## src/mpq_pkg.sv

```systemverilog
// Shared types and constants for the sorted max-priority queue.
// No dependencies; used by every module of the block.
`default_nettype none

package mpq_pkg;

  localparam int DATA_W        = 32;
  localparam int DEPTH_DEFAULT = 64;
  localparam int COUNT_OUT_W   = 7;

  localparam logic REQ_INSERT = 1'b0;
  localparam logic REQ_REMOVE = 1'b1;

  localparam logic signed [DATA_W-1:0] EMPTY_TOP = -32'sd1;

  // Operation broadcast to every cell of the chain.
  typedef struct packed {
    logic insert_en;
    logic remove_en;
  } cell_cmd_t;

endpackage

`default_nettype wire

```

## src/mpq_cell.sv

```systemverilog
// One storage cell of the sorted chain: holds one entry and exchanges
// data with its neighbors. Depends on mpq_pkg.
`default_nettype none

module mpq_cell #(
  parameter int INDEX   = 0,
  parameter int COUNT_W = 7
) (
  input  wire logic                                   clk,
  input  wire mpq_pkg::cell_cmd_t                     cmd,
  input  wire logic        [COUNT_W-1:0]              count,
  input  wire logic signed [mpq_pkg::DATA_W-1:0]      new_value,
  input  wire logic signed [mpq_pkg::DATA_W-1:0]      prev_value,
  input  wire logic                                   prev_ge,
  input  wire logic signed [mpq_pkg::DATA_W-1:0]      next_value,
  output logic signed      [mpq_pkg::DATA_W-1:0]      value,
  output logic                                        ge
);

  logic                                  occupied;
  logic signed [mpq_pkg::DATA_W-1:0]     value_next;

  assign occupied = (count > COUNT_W'(INDEX));

  // An occupied entry that is greater than or equal to the new value stays
  // ahead of it, so equal values keep their arrival order.
  assign ge = occupied && (value >= new_value);

  always_comb begin
    value_next = value;
    if (cmd.insert_en) begin
      if (!ge) begin
        value_next = prev_ge ? new_value : prev_value;
      end
    end else if (cmd.remove_en) begin
      value_next = next_value;
    end
  end

  always_ff @(posedge clk) begin
    value <= value_next;
  end

endmodule

`default_nettype wire

```

## config.mk

```make
export PLATFORM = sky130hd
export DESIGN_NAME = mpq_cell
export DESIGN_NICKNAME = d
export VERILOG_FILES = /design/src/mpq_pkg.sv /design/src/mpq_cell.sv
export SDC_FILE = /design/constraint.sdc
export NUM_CORES = 1
export LEC_CHECK = 0
export ABC_AREA = 1
export BUFFER_PORTS_ARGS = -buffer_cell sky130_fd_sc_hd__buf_4
export CAP_MARGIN = 0
export CORE_MARGIN = 2
export CORE_UTILIZATION = 45
export DETAILED_ROUTE_END_ITERATION = 7
export GPL_ROUTABILITY_DRIVEN = 0
export PLACE_DENSITY = 0.89
export SLEW_MARGIN = 15
export SYNTH_ARGS = -nofsm -noshare
export SYNTH_HDL_FRONTEND = slang
export SYNTH_SLANG_ARGS = --single-unit
```

## constraint.sdc

```tcl
create_clock -name clk -period 7.3 [get_ports clk]
set_input_delay 0.73 -clock clk [delete_from_list [all_inputs] [get_ports clk]]
set_output_delay 0.73 -clock clk [all_outputs]
set_load 0.05 [all_outputs]
```

Word-level counts from Yosys, hierarchy flattened:

Cells that the tools add are included.

* register bits after elaboration: 32
* bits of input ports: 107
* output and inout port bits: 33
* word-level logic and storage cells: 11

* $lt $le $gt $ge: 2
* equality and inequality tests: 1
* muxes and demuxes: 4
* reductions and logical operators: 3

Operators by type and width (count)
* 32-bit 2-to-1 mux: 4
* 32-bit >= comparator: 1
* 7-bit by 1-bit > comparator with 1-bit output, second input constant: 1
* 2-bit inequality test, second input constant: 1
* 2-bit AND reduction: 1
* 2-bit nonzero test: 1
* 1-bit logical AND: 1

Logic depth before layout (Yosys ltp):

Gate-level depths: netlist of run 1.

* depth in word-level cells: 4
* depth in mapped cells: 18
* depth with buffers taken out: 18

Least setup slack after synthesis of run 1:

No wires, ideal clock.

* kind: input port to flip-flop
* from: input new_value[31] (netlist name)
* to: register value[0] (netlist name) (enable)
* library setup time: 390 ps
* data arrival time: 2518 ps
* path slack: 4393 ps
* stages: 12
* buffers on the path: 0
* path through: inv_1 ha_1 nand2_1 nor2_2 nand2_2 nor4_4 nand2_1 nand3_1 nand3_1 nand2_1 nand2_1 nand2_1

* word-level cells in the longest chain between the ends: 4

RTL lines
* start, declared: line mpq_cell.sv:12 `input wire logic signed [mpq_pkg::DATA_W-1:0] new_value,`
* 32-bit >= comparator: line mpq_cell.sv:27 `assign ge = occupied && (value >= new_value);`
* 1-bit logical AND: line mpq_cell.sv:27
* 2-bit inequality test (no line)
* 2-bit AND reduction (no line)
* end signal, assigned: line mpq_cell.sv:41 `value <= value_next;`
* end, declared: line mpq_cell.sv:16 `output logic signed [mpq_pkg::DATA_W-1:0] value,`

No other way between the ends.
A chain may end at the register's enable or synchronous reset.

Final worst setup path of run 1:

* from: input new_value[31] (netlist name)
* to: output ge

* word-level cells in the longest chain between the ends: 2

RTL lines
* 32-bit >= comparator: line mpq_cell.sv:27
* 1-bit logical AND: line mpq_cell.sv:27
* end, declared: line mpq_cell.sv:17 `output logic ge`

No other way between the ends.

==> flow_summary.yaml, run 1 <==
status:
  outcome: "finished, final reports clean"
global_route:
  grt_antenna_before_repair: 0
  grt_max_degree: 35
  grt_overflow: 0
  grt_usage_pct: 24.1
  grt_pass1_vias: 2781
  grt_pass1_wl_microns: 11900
finish:
  largest-register: "value"
  fin_util_pct: 68.0
  diodes: 0
  area.growth.synth_to_final_pct: 46.9
  largest_reg_flops: 32
  fin_nets: 602
  drive_above_1_share_pct: 34.5
  largestRegisters: "value: 32 flops"
logic_synthesis:
  synth.distinct_cells: 24
  syn_area_per_cell_sq_um: 7.70
  yosysTopAreaCell: "edfxtp_1"
  synth-seq-area-share_pct: 38.2
  synth_nets: 466
  yosysMostFrequentCell: "nand2_1"
  synth.top_cell.area_share_pct: 38.2
  synthCells: 327
  yosys.area_share.simple_pct: 20.4
  synth-edff-count: 32
  ys_seq_elements: 32
  synthTopCellsByCount: "nand2_1, inv_1, nor2_1, o21ai_0"
  synthArstFlopShare_pct: 0
  yosys_warnings: 0
  synthAdderAreaFrac_pct: 15.9
  synth_area_sq_um: 2520
  synth_top_family_by_area: "simple AND/OR/NAND/NOR gates"
  synthTopCellsByArea: "edfxtp_1, ha_1, nand2_1, o21ai_0, inv_1"
  synth.area.mux_share_pct: 0
  synth_compound_area_share_pct: 17.0
  synth-main-ff-cell: "edfxtp_1"
  synth_xor_area_share_pct: 0
timing:
  finalSetupViolations: 0
  tns_ns: 0
  report.final.slew_viol_count: 0
  rsz0062_at_grt: "no"
  finalHoldViolCount: 0
  slew_headroom_pct: 30.8
  fin_skew_ns: 0.00957
  fin_crit_ns: 2.99
  fin_crit_sh_pct: 41.0
  worstMarginPinSlew_ns: 1.04
  fmax_ghz: 0.334
clocking:
  clock_latency_ns: 0.29
  clkTransAtPathRegs_ns: 0.07
  postCtsSetupBuffers: 0
  cts-htree-levels: 2
  tritoncts: "done"
  tritoncts.num_buffers: 5
  hold_buffers: 0
  post_cts_resized: 0
  clock-sinks: 32
  cts_root_buf: "clkbuf_8"
  clock_path_buffers: 2
floorplan:
  dieArea_sq_um: 6210
  num_rows: 27
  core_sq_um: 5440
  io_pins: 140
  die_w_microns: 78.8
  start_util_pct: 46.3
  chipHeight_microns: 78.8
detailed_routing:
  route.detailed.drc: 0
  first_iter_violations: 102
  routed_wl_microns: 7500
  wl_per_cell_microns: 14.0
  firstDrtPassIters: 4
  route.vias.total: 2681
  ant_nets: 0
  viasPerCell: 5.00
critical_path:
  crit_path_start_kind: "input port"
  cp.arrival_ns: 2.26
  end_kind: "output port"
  ff2ff_setup_slack_ns: 4.82
  crit_required_ns: 6.57
  path_class: "input port to output port"
  cp_max_fo: 4
flow_run:
  drv_cap: 0
power:
  power.leakage_nw: 1.90
  power_density_nw_per_um2: 187
  ir_worst_vdd_mv: 0.106
worst_hold_path:
  hold_path_class: "input port to flop"
place:
  port-buffer-count: 139
  dp_hpwl_microns: 5760
## power breakdown
part / leakage, nW / switching [W] / internal [W]
registers: 0.314 / 0.0000145 / 0.000237
clock network: 0.0453 / 0.0000707 / 0.0000648
logic: 1.54 / 0.000192 / 0.000114
total: 1.90 / 0.000278 / 0.000415
## placed cells by master (no fill, tap or decap), types with 2 or more instances in the layout
cell | Yosys | final
clkinv_2 | 0 | 2
ha_1 | 32 | 32
nor2_1 | 39 | 39
a21oi_1 | 13 | 13
nand3_1 | 4 | 4
nand2_2 | 4 | 4
o21ai_0 | 37 | 37
inv_2 | 3 | 3
clkbuf_8 | 0 | 5
buf_4 | 0 | 141
edfxtp_1 | 32 | 32
nand4_1 | 2 | 2
o21ai_1 | 29 | 29
nor2_2 | 2 | 2
inv_1 | 41 | 41
nand2_1 | 69 | 69
## per-stage QoR
step / power [W] / instance area (sq um) / hold slack (ns) / std cells / setup slack, ns
after floorplan: 0.000444 / 2520 / 0.921 / 327 / 4.39
after global placement: 0.000552 / 3620 / 1.01 / 528 / 4.38
after detailed placement: 0.000562 / 3620 / 1.02 / 528 / 4.31
after CTS: 0.000698 / 3700 / 0.714 / 536 / 4.30
after global routing: 0.000729 / 3700 / 0.732 / 536 / 4.12
final: 0.000693 / 3700 / 0.722 / 536 / 4.31
## per-layer routing
layer	up-vias	track usage, %	part of all wire [%]
li1	1358	-	-
met1	1193	27.3	39
met2	112	43.2	50
met3	18	5.45	8.2
met4	0	10.9	2.8
met5	-	0	0
## worst max-delay path, cell delays in order
cell and delay, ns:
buf_4 0.09, inv_1 0.04, ha_1 0.32, nand2_1 0.10
nor2_2 0.14, nand2_2 0.09, nor4_4 0.15, nand2_1 0.11
nand2_1 0.06, nand2_1 0.05, nand3_1 0.07, nand2_1 0.07
inv_1 0.05, buf_4 0.18
## cell type report
type	instances	area (sq um)
clock buffers	5	68.8
clock inverters	3	13.8
fillers	465	1740
inverters	44	165
multi-input cells	239	1340
flip-flops and latches	32	961
well taps	72	90.1
repair buffers	141	1060
## cells by family after synthesis
group                    after synthesis
AND/OR/NAND/NOR                      124
AO/OA/AOI/OAI                         83
adder cells (fa/ha/maj)               32
buffers and inverters                 56
flip-flops                            32
## path summary, 6_finish.rpt
check                           start             endpoint  cells after the start
hold / removal         next_value[30]  value[30]$_DFFE_PP_                      3
setup / recovery        new_value[31]                   ge                     14
setup reg to reg  value[13]$_DFFE_PP_  value[12]$_DFFE_PP_                     13
hold reg to reg   value[31]$_DFFE_PP_  value[25]$_DFFE_PP_                      7
No activity file was read; power rests on OpenSTA's default activity.
==> run 2, diff against run 1 <==
==> constraint.sdc (replaced) <==
create_clock -name clk -period 3.1 [get_ports clk]
set_input_delay 0.31 -clock clk [delete_from_list [all_inputs] [get_ports clk]]
set_output_delay 0.31 -clock clk [all_outputs]
set_load 0.05 [all_outputs]
==> run 2 against run 1 <==
  * Sequential cell count unchanged
  * Utilization about the same
  * Wire length fell by 1.7%
  * Via count is 2.2% higher
  * Combinational power is 140% higher
  * Sequential share of layout area about the same
  * Non-clock buffer count increased by 1
  * Count of clock-buffer cells in the layout increased by 1
  * Critical path type is now flop to output port
==> flow_summary.yaml, run 2 (same netlist as run 1, synthesis figures left out) <==
clocking:
  post_cts_resized: 0
  postCtsSetupBuffers: 0
  cts-htree-levels: 2
  tritoncts.num_buffers: 5
  tritoncts: "done"
  clock-sinks: 32
  clock_latency_ns: 0.28
  cts_root_buf: "clkbuf_8"
  hold_buffers: 0
  clkTransAtPathRegs_ns: 0.07
  clock_path_buffers: 2
detailed_routing:
  route.detailed.drc: 0
  ant_nets: 0
  firstDrtPassIters: 4
  viasPerCell: 5.11
  route.vias.total: 2739
  routed_wl_microns: 7370
  wl_per_cell_microns: 13.8
  first_iter_violations: 112
finish:
  fin_nets: 603
  layout_common_cells: "buf_4, nand2_1, inv_1"
  largest_reg_flops: 32
  mostFrequentLayoutCell: "buf_4"
  diodes: 0
  drive_above_1_share_pct: 34.5
  largestRegisters: "value: 32 flops"
  final_cell_area_sq_um: 3700
  largest-register: "value"
  area.growth.synth_to_final_pct: 47.0
critical_path:
  max_stage_delay_ns: 0.41
  slowest_stage: "edfxtp_1"
  crit_path_start_kind: "flop"
  path_class: "flop to output port"
  end_kind: "output port"
  r2r_cells: 12
  cp_max_fo: 4
  crit_chain: "ha_1 -> nand2_1 -> nor2_2 -> nand2_2 -> nor4_4 -> nand2_1 -> nand2_1 -> nand2_1 -> nand3_1 -> nand2_1 -> inv_1 -> buf_4"
  cpMostUsedCell: "nand2_1"
  crit_required_ns: 2.79
  cp.arrival_ns: 2.17
timing:
  finalHoldViolCount: 0
  slew_headroom_pct: 31.9
  fin_ws_ns: 0.617
  report.final.slew_viol_count: 0
  fin_crit_ns: 2.48
  fin_skew_ns: 0.00907
  worstMarginPinSlew_ns: 1.02
  fmax_ghz: 0.403
  tns_ns: 0
  finalSetupViolations: 0
  rsz0062_at_grt: "no"
  fin_crit_sh_pct: 80.1
flow_run:
  drv_cap: 0
place:
  placed_area_sq_um: 3620
  port-buffer-count: 139
  place_ws_ns: 0.727
  dp_hpwl_microns: 5760
floorplan:
  dieArea_sq_um: 6210
  start_util_pct: 46.3
  chipHeight_microns: 78.8
  die_w_microns: 78.8
  num_rows: 27
  io_pins: 140
  core_sq_um: 5440
power:
  ir_worst_vdd_mv: 0.223
  power_density_nw_per_um2: 436
  total_power_w: 0.00162
  power.leakage_nw: 1.90
status:
  outcome: "finished, final reports clean"
global_route:
  grt_max_degree: 35
  grt_antenna_before_repair: 0
  grt_pass1_wl_microns: 11500
  grt_pass1_vias: 2592
  grt_overflow: 0
  grt_usage_pct: 23.4
worst_hold_path:
  hold_path_class: "input port to flop"
  holdPathStages: 3
[run 2: changes by cell type in the layout (fill, tap and decap cells not counted)]
cell      delta
clkinv_2     -1
clkbuf_1     +1
clkinv_1     -1
buf_4        +1
[run 2: cell type report]
class | count | area (sq um)
inverters | 44 | 165
repair buffers | 142 | 1070
clock buffers | 6 | 72.6
clock inverters | 1 | 5.00
well taps | 72 | 90.1
fillers | 468 | 1740
multi-input cells | 239 | 1340
flip-flops and latches | 32 | 961
[run 2: worst max-delay path, delay by kind of cell (launching register included)]
family	cells	cell delay [ns]
adder cells (fa/ha/maj)	1	0.37
buffers and inverters	2	0.25
AND/OR/NAND/NOR	9	0.85
flip-flops	1	0.41
[run 2: where the power goes]
part / total, W / internal (W) / switching [W]
combinational: 0.000722 / 0.000270 / 0.000452
clock: 0.000302 / 0.000152 / 0.000149
sequential: 0.000592 / 0.000557 / 0.0000347
total: 0.00162 / 0.000980 / 0.000636
[run 2: path summary, 6_finish.rpt]
path,slack [ns],end,from
setup / recovery,0.62,ge,value[31]$_DFFE_PP_
hold / removal,0.31,value[11]$_DFFE_PP_,next_value[11]
setup reg to reg,0.71,value[24]$_DFFE_PP_,value[31]$_DFFE_PP_
hold reg to reg,1.29,value[9]$_DFFE_PP_,value[31]$_DFFE_PP_
[run 2: through the flow]
step,instances,utilization [%],hold WS (ns)
after global placement,529,66.6,0.594
final,536,68.1,0.314
after floorplan,327,-,0.501
after CTS,536,68.1,0.302
after global routing,536,68.1,0.314
after detailed placement,529,66.6,0.598
[run 2: metal layers]
| layer | up-vias | GRT usage [%] | wire [microns] |
|---|---|---|---|
| li1 | 1360 | - | - |
| met1 | 1241 | 27.7 | 3040 |
| met2 | 120 | 42.1 | 3630 |
| met3 | 18 | 4.55 | 530 |
| met4 | 0 | 8.62 | 175 |
| met5 | - | 0 | 0 |
==> run 3, diff against run 2 <==
--- a/config.mk
+++ b/config.mk
@@ -9,10 +9,10 @@
 export BUFFER_PORTS_ARGS = -buffer_cell sky130_fd_sc_hd__buf_4
 export CAP_MARGIN = 0
 export CORE_MARGIN = 2
-export CORE_UTILIZATION = 45
+export CORE_UTILIZATION = 41
 export DETAILED_ROUTE_END_ITERATION = 7
 export GPL_ROUTABILITY_DRIVEN = 0
-export PLACE_DENSITY = 0.89
+export PLACE_DENSITY = 0.86
 export SLEW_MARGIN = 15
 export SYNTH_ARGS = -nofsm -noshare
 export SYNTH_HDL_FRONTEND = slang
==> constraint.sdc (replaced) <==
create_clock -name clk -period 2.1 [get_ports clk]
set_input_delay 0.21 -clock clk [delete_from_list [all_inputs] [get_ports clk]]
set_output_delay 0.21 -clock clk [all_outputs]
set_load 0.05 [all_outputs]
==> run 3 against run 2 <==
  * The run now ends with setup timing left
  * Die area increased by 9.2%
  * Combinational power increased by 97%
  * Global-route usage increased by 0.89 points
  * Utilization increased by 5.0 points
  * Hold slack got worse by 0.10 ns
  * Via count increased by 6.3%
  * Total power increased by 72%
  * Cell count increased by 8.0%
  * Sequential cell count unchanged
  * Count of clock-buffer cells in the layout increased by 1
  * Highest routed layer unchanged
==> flow_summary.yaml, run 3 (same netlist as run 1, synthesis figures left out) <==
status:
  outcome: "finished, violations left"
  violations: "setup timing"
critical_path:
  crit_required_ns: 1.89
  startpoint: "value[31]$_DFFE_PP_"
  cp_max_fo: 3
  cp.arrival_ns: 2.27
  end_kind: "output port"
  path_class: "flop to output port"
  regToRegStartpoint: "value[31]$_DFFE_PP_"
  crit_path_start_kind: "flop"
clocking:
  tritoncts.num_buffers: 5
  cts-htree-levels: 2
  clock_latency_ns: 0.29
  clock_path_buffers: 2
  clock-sinks: 32
  cts_root_buf: "clkbuf_8"
  clkTransAtPathRegs_ns: 0.07
  tritoncts: "done"
timing:
  fin_skew_ns: 0.00817
  worstMarginPinSlew_ns: 0.770
  finalSetupViolations: 33
  fin_ws_ns: -0.375
  fin_crit_sh_pct: 118
  rsz0062_at_grt: "yes"
  finalHoldViolCount: 0
  fmax_ghz: 0.404
  fin_crit_ns: 2.48
  slew_headroom_pct: 48.6
  report.final.slew_viol_count: 0
power:
  swShare_pct: 39.4
  ir_worst_vdd_mv: 0.367
  power_density_nw_per_um2: 642
  total_power_w: 0.00278
  pwr-share-seq_pct: 31.9
  p_int_w: 0.00168
  switchingPower_w: 0.00109
  clkPwrFrac_pct: 16.9
  combPwrFrac_pct: 51.3
  power.leakage_nw: 2.14
place:
  port-buffer-count: 139
  place_ws_ns: -0.140
  dp_cells: 553
  dp_hpwl_microns: 5960
floorplan:
  start_util_pct: 42.5
  num_rows: 28
  dieArea_sq_um: 6790
  io_pins: 140
  die_w_microns: 82.4
  chipHeight_microns: 82.4
  core_sq_um: 5920
finish:
  drive_above_1_share_pct: 44.4
  largest-register: "value"
  instances_no_fill: 579
  multi_input_area_sq_um: 1630
  fin_nets: 642
  fillCellCount: 445
  seq_area_sq_um: 961
  area.growth.synth_to_final_pct: 71.8
  mostFrequentLayoutCell: "buf_4"
  diodes: 0
  largest_reg_flops: 32
  layout_common_cells: "buf_4, nand2_1, inv_1"
  largestRegisters: "value: 32 flops"
detailed_routing:
  ant_nets: 0
  route.vias.total: 2911
  firstDrtPassIters: 4
  wl_per_cell_microns: 14.9
  route.detailed.drc: 0
  routed_wl_microns: 8650
  viasPerCell: 5.03
  first_iter_violations: 132
worst_hold_path:
  hold_path.startpoint: "next_value[26]"
  hold_path_class: "input port to flop"
global_route:
  grt_usage_pct: 24.3
  grt_overflow: 0
  grt_antenna_before_repair: 0
  grt_pass1_wl_microns: 12400
  grt_pass1_vias: 2821
  grt_max_degree: 35
flow_run:
  drv_cap: 0
## run 3: final cells by class
cell class / instances / area share, %
clock inverter: 1 / 0.0867
multi-input combinational: 242 / 37.6
timing repair buffer: 178 / 32.3
tap: 75 / 2.17
sequential: 32 / 22.2
inverter: 44 / 3.87
clock buffer: 7 / 1.76
## run 3: metrics by stage
stage / TNS [ns] / utilization [%] / hold WS (ns) / cell area, sq um
after floorplan: -5.58 / - / 0.401 / 2550
after global placement: -2.58 / 64.5 / 0.493 / 3820
after detailed placement: -4.43 / 64.5 / 0.503 / 3820
after CTS: -3.81 / 68.9 / 0.202 / 4080
after global routing: -12.92 / 73.1 / 0.211 / 4330
final: -9.52 / 73.1 / 0.211 / 4330
## run 3: final timing paths
path | endpoint | slack, ns | cells after the start
min | value[26]$_DFFE_PP_ | 0.21 | 3
max | ge | -0.38 | 13
min reg2reg | value[23]$_DFFE_PP_ | 1.54 | 10
max reg2reg | value[14]$_DFFE_PP_ | -0.30 | 14
## run 3: worst max-delay path, cell delays in order, from the launching register on
cell,delay (ns)
edfxtp_1,0.45
ha_4,0.32
nand2_4,0.05
nor2_4,0.10
nand2_2,0.08
nor4_4,0.26
nand2_2,0.11
nand2_1,0.10
nand2_1,0.07
nand3_2,0.07
nand2_2,0.07
buf_6,0.12
inv_4,0.04
buf_8,0.13
## run 3: power groups by stage
| stage | clock network, W | logic (W) | registers [W] |
|---|---|---|---|
| detailed placement | 0 | 0.00116 | 0.000887 |
| floorplan | 0 | 0.000387 | 0.00117 |
| finish | 0.000468 | 0.00142 | 0.000885 |
| global placement | 0 | 0.00113 | 0.000880 |
| CTS | 0.000476 | 0.00129 | 0.000874 |
| global route | 0.000501 | 0.00153 | 0.000893 |
## run 3: layer usage
metal | GRT usage [%] | up-vias | wire, microns
met5 | 0 | - | 0
met4 | 11.2 | 0 | 191
met3 | 4.67 | 17 | 481
met2 | 43.2 | 109 | 4490
met1 | 28.1 | 1341 | 3490
li1 | - | 1444 | -
## run 3: timing repair
item,in CTS,in global routing
resized for setup,15,20
pin swaps,8,20
endpoints found under the setup margin,33,33
hold endpoints to repair,0,0
cloned,3,0
buffers inserted,5,10
hold buffers,0,0
